==> config.mk <==
export PLATFORM = sky130hd
export DESIGN_NAME = lcp_isqrt
export DESIGN_NICKNAME = d
export VERILOG_FILES = /design/src/hw/rtl/lcp_isqrt.sv
export SDC_FILE = /design/constraint.sdc
export NUM_CORES = 2
export LEC_CHECK = 0
export ABC_CLOCK_PERIOD_IN_PS = 3300
export BUFFER_PORTS_ARGS = -buffer_cell sky130_fd_sc_hd__buf_2
export CAP_MARGIN = 10
export CORE_MARGIN = 3
export CORE_UTILIZATION = 40
export CTS_CLUSTER_DIAMETER = 60
export DETAILED_ROUTE_END_ITERATION = 7
export GPL_ROUTABILITY_DRIVEN = 0
export PLACE_DENSITY = 0.58
export SLEW_MARGIN = 40
export SYNTH_ARGS = -nofsm -noshare
export SYNTH_HDL_FRONTEND = slang
export SYNTH_SLANG_ARGS = --single-unit
==> constraint.sdc <==
create_clock -name clk -period 3.3 [get_ports clk]
set_input_delay 0.825 -clock clk [delete_from_list [all_inputs] [get_ports clk]]
set_output_delay 0.825 -clock clk [all_outputs]
set_load 0.03 [all_outputs]
==> src/hw/rtl/lcp_isqrt.sv <==
// Pipelined floor square root, one result bit per stage.
module lcp_isqrt #(
	parameter int W = 64
) (
	input  logic           clk,
	input  logic           en,
	input  logic [W-1:0]   rad,
	output logic [W/2-1:0] root
);
	localparam int N  = W / 2;
	localparam int RW = N + 3;

	logic [W-1:0]  rad_q  [N+1];
	logic [RW-1:0] rem_q  [N+1];
	logic [N-1:0]  root_q [N+1];

	assign rad_q[0]  = rad;
	assign rem_q[0]  = '0;
	assign root_q[0] = '0;

	for (genvar k = 0; k < N; k++) begin : g_stage
		logic [RW-1:0] rem_sh;
		logic [RW-1:0] trial;
		always_comb begin
			rem_sh = {rem_q[k][RW-3:0], rad_q[k][W-1:W-2]};
			trial  = RW'({root_q[k], 2'b01});
		end
		always_ff @(posedge clk) begin
			if (en) begin
				rad_q[k+1] <= rad_q[k] << 2;
				if (rem_sh >= trial) begin
					rem_q[k+1]  <= rem_sh - trial;
					root_q[k+1] <= {root_q[k][N-2:0], 1'b1};
				end else begin
					rem_q[k+1]  <= rem_sh;
					root_q[k+1] <= {root_q[k][N-2:0], 1'b0};
				end
			end
		end
	end

	assign root = root_q[N];
endmodule

==> metrics.yaml <==
run_status:
  status: "finished, violations left"
  violations: "setup timing"
setup_path:
  worstSetupPathDepth: 11
  cp_max_fo: 12
  r2r-start: "g_stage[23].rem_sh[4]"
  path_cells: "ha_2 > or3_1 > o22a_1 > or4_1 > a31o_2 > a31o_4 > a221o_1 > a21oi_2 > inv_2 > buf_12 > mux2_2"
  crit_path_end: "g_stage[24].rem_sh[8]"
  r2r_end: "g_stage[24].rem_sh[8]"
  critical_path.startpoint: "g_stage[23].rem_sh[4]"
  crit_type: "register to register"
  start_kind: "register"
  cp_top_family: "compound AO/OA/AOI/OAI gates"
  critical_path_arrival_ps: 4040
  crit_required_ps: 3890
  crit_path_max_incr_delay_ps: 420
  critPathBufInv: 2
  r2r_slack_ps: -150
  r2r_cells: 11
  endpoint_kind: "register"
  cpMaxStageDelayCell: "or4_1"
timing:
  hold_viol_final: 0
  worstMarginPinSlew_ps: 796.4
  slew_violations: 0
  setup_viol: 60
  fmax_mhz: 289.6
  period_minus_slack_ps: 3452
  slew_headroom: 0.4650
  fin_setup_tns_ps: -3875
  fin_crit_sh: 1.046
  rsz0062_at_grt: "yes"
  layout_setup_ws_ps: -152.5
  skew_ps: 52.71
yosys:
  ys_ff_latch: 2495
  syn_area_um2: 116900
  synth_top_family_by_area: "simple AND/OR/NAND/NOR gates"
  synth_ff_type: "edfxtp_1"
  synth_edf_count: 2495
  synth_xor_area_frac: 0.05959
  synth_compound_area_frac: 0.09711
  synth.mux.area_fraction: 0.01157
  synthDistinctLibCells: 86
  ys_warn_count: 0
  synth_area_per_cell_um2: 12.87
  async_flop_share: 0
  synth_fa_ha_area_frac: 0.06007
  syn_nets: 9704
  yosys.area_share.simple: 0.1017
  ys_seq_area_frac: 0.6412
  netlist_instances: 9077
placement:
  port_buffers: 97
  post-place-cells: 13540
  place_hpwl_um: 182400
power:
  leakagePower_nw: 54.05
  peakVddDrop_uv: 475.9
  powerDensity_nw_per_um2: 694.6
detailed_routing:
  final_antenna_net_count: 0
  num_vias: 74150
  finalWirelength_um: 253300
  dr.pass1.iters: 6
  drc: 0
  avgViaCountPerCell: 5.241
  wire_per_inst_um: 17.91
  drt_iter0_markers: 5531
die:
  die_area_um2: 298700
  die_w_um: 546.5
  die_h_um: 546.5
  rows: 197
  io_pins: 98
  design.core.area_um2: 289400
  start_util: 0.4038
flow_run:
  drv_cap: 0
clocking:
  clkSlewWorstSetupHoldPaths_ps: 60
  cts_hold_repair.buffers: 0
  htree_levels: 5
  cts_tree: "yes"
  clk_path_buf_depth: 4
  clock_sinks: 2495
  cts_root_buffer: "clkbuf_16"
  clkLatencyLatePin_ps: 870
  cts_inserted_buffers: 295
worst_hold_path:
  hp-class: "input port to register"
finish:
  fillerInstances: 25250
  syn2layout_area_growth_pct: 19.47
  instances_no_fill: 14150
  drive_above_1_share: 0.1723
  fin_util: 0.4824
  nNetsFinal: 10660
global_routing:
  antenna_found_initial: 1
  overflow: 0
  grt_pass1_vias: 73340
  grt_pass1_wl_um: 396900
  grt_max_degree: 102
  grt_usage: 0.1630
-- final cells by class --
type / count / area, µm² / share of cell area
flip-flops and latches: 2495 / 74920 / 0.5367
multi-input cells: 5698 / 40320 / 0.2888
clock buffers: 346 / 7722 / 0.05532
repair buffers: 839 / 7064 / 0.05060
well taps: 3880 / 4855 / 0.03477
inverters: 705 / 2646 / 0.01896
clock inverters: 182 / 2071 / 0.01483
diodes: 3 / 7.507 / 0.00005377
-- synthesized netlist by cell type (11+ instances only) --
master / count / area share
a2111oi_0: 13 / 0.00097
a211o_1: 13 / 0.00097
a211oi_1: 51 / 0.0033
a21boi_0: 27 / 0.0017
a21o_1: 217 / 0.014
a21oi_1: 664 / 0.028
a31o_2: 16 / 0.0012
a31oi_1: 47 / 0.0025
a41oi_1: 11 / 0.00082
and2_1: 49 / 0.0026
and3_1: 47 / 0.0025
and4_1: 14 / 0.0010
buf_1: 22 / 0.00071
clkbuf_1: 154 / 0.0049
edfxtp_1: 2495 / 0.64
ha_1: 561 / 0.060
inv_1: 699 / 0.022
mux2_2: 105 / 0.010
mux2i_1: 17 / 0.0015
nand2_1: 488 / 0.016
nand2b_1: 105 / 0.0056
nand3_1: 136 / 0.0058
nand3b_1: 17 / 0.0011
nand4_1: 102 / 0.0055
nor2_1: 678 / 0.022
nor2b_1: 86 / 0.0046
nor3_1: 230 / 0.0099
nor3b_1: 23 / 0.0015
nor4_1: 136 / 0.0073
nor4b_1: 15 / 0.0011
o211a_1: 11 / 0.00094
o211ai_1: 30 / 0.0019
o21a_1: 96 / 0.0062
o21ai_0: 387 / 0.017
o21bai_1: 43 / 0.0028
o221ai_1: 13 / 0.00097
o31a_1: 18 / 0.0013
o31ai_1: 49 / 0.0031
or2_2: 63 / 0.0034
or3_1: 109 / 0.0058
or4_1: 59 / 0.0038
xnor2_1: 413 / 0.031
xor2_1: 382 / 0.029
-- registers in the layout, summed over array words and instances, names as in the netlist --
register / count
root: 32
rad_q: 930
g_stage.rem_sh: 1037
g_stage.trial: 496
-- cell usage in the layout, fill, tap and decap left out, types with 52 or more instances in the layout --
cell,Yosys,layout
buf_2,2,97
clkinv_1,4,52
a21o_1,217,217
nor3_1,230,209
inv_1,699,694
xnor2_1,413,409
or4_1,59,52
o21a_1,96,96
buf_12,0,66
or3_1,109,103
nand4_1,102,102
nand3_1,136,122
ha_1,561,537
xor2_1,382,382
o21ai_0,387,359
or2_2,63,62
buf_4,0,651
edfxtp_1,2495,2495
nor4_1,136,107
nand2_1,488,484
clkbuf_16,0,307
a21oi_1,664,635
nor2_1,678,641
nor2b_1,86,83
nand2b_1,105,103
mux2_2,105,101
-- routing by layer --
layer	routed length, µm	GRT usage	vias to the layer above	part of all wire
li1	-	-	35680	-
met1	106600	0.2058	36000	0.42
met2	125300	0.2842	1905	0.49
met3	12150	0.02221	565	0.048
met4	9277	0.06104	0	0.037
met5	0	0	-	0
-- worst min-delay path by stage --
| stage | end | slack (ps) | cells after the start | start |
|---|---|---|---|---|
| after floorplan | g_stage[10].rem_sh[0] | 400 | 0 | rad_q[1532] |
| after global placement | rad_q[1398] | 400 | 0 | rad_q[1460] |
| after detailed placement | g_stage[16].rem_sh[0] | 400 | 0 | rad_q[1148] |
| after CTS | rad_q[2031] | 20 | 1 | rad[45] |
| after global routing | rad_q[1996] | 50 | 1 | rad[10] |
| final | g_stage[1].rem_sh[0] | 120 | 1 | rad[60] |
-- through the flow --
stage	total power, mW	hold WS, ps	worst slack, ps	cell area, µm²
6_report	96.97	124.8	-152.5	139600
5_1_grt	102.0	53.46	-267.4	139600
4_1_cts	97.31	18.62	-164.1	137700
3_5_place_dp	64.00	404.5	-193.5	127500
3_3_place_gp	63.50	400.2	-208.9	127500
2_1_floorplan	56.52	400.3	-292.6	117000
-- kinds of logic after synthesis --
group | after synthesis
other cells | 1
buf+inv | 887
compound gates | 1826
flops | 2495
mux | 122
simple gates | 2390
xor+xnor | 795
fa+ha+maj | 561
-- report_power, final --
part	internal, mW	leakage [nW]	switching, mW
registers	40.1	24.0	2.75
logic	9.77	25.3	11.8
clock network	19.6	4.74	12.9
-- timing repair --
action / in CTS / in global routing
resized for setup: 63 / 300
cloned: 4 / 7
buffers inserted: 13 / 53
pin swaps: 15 / 79
hold endpoints to repair: 0 / 0
setup endpoints to repair: 161 / 581
(Power assumes the default switching activity.)
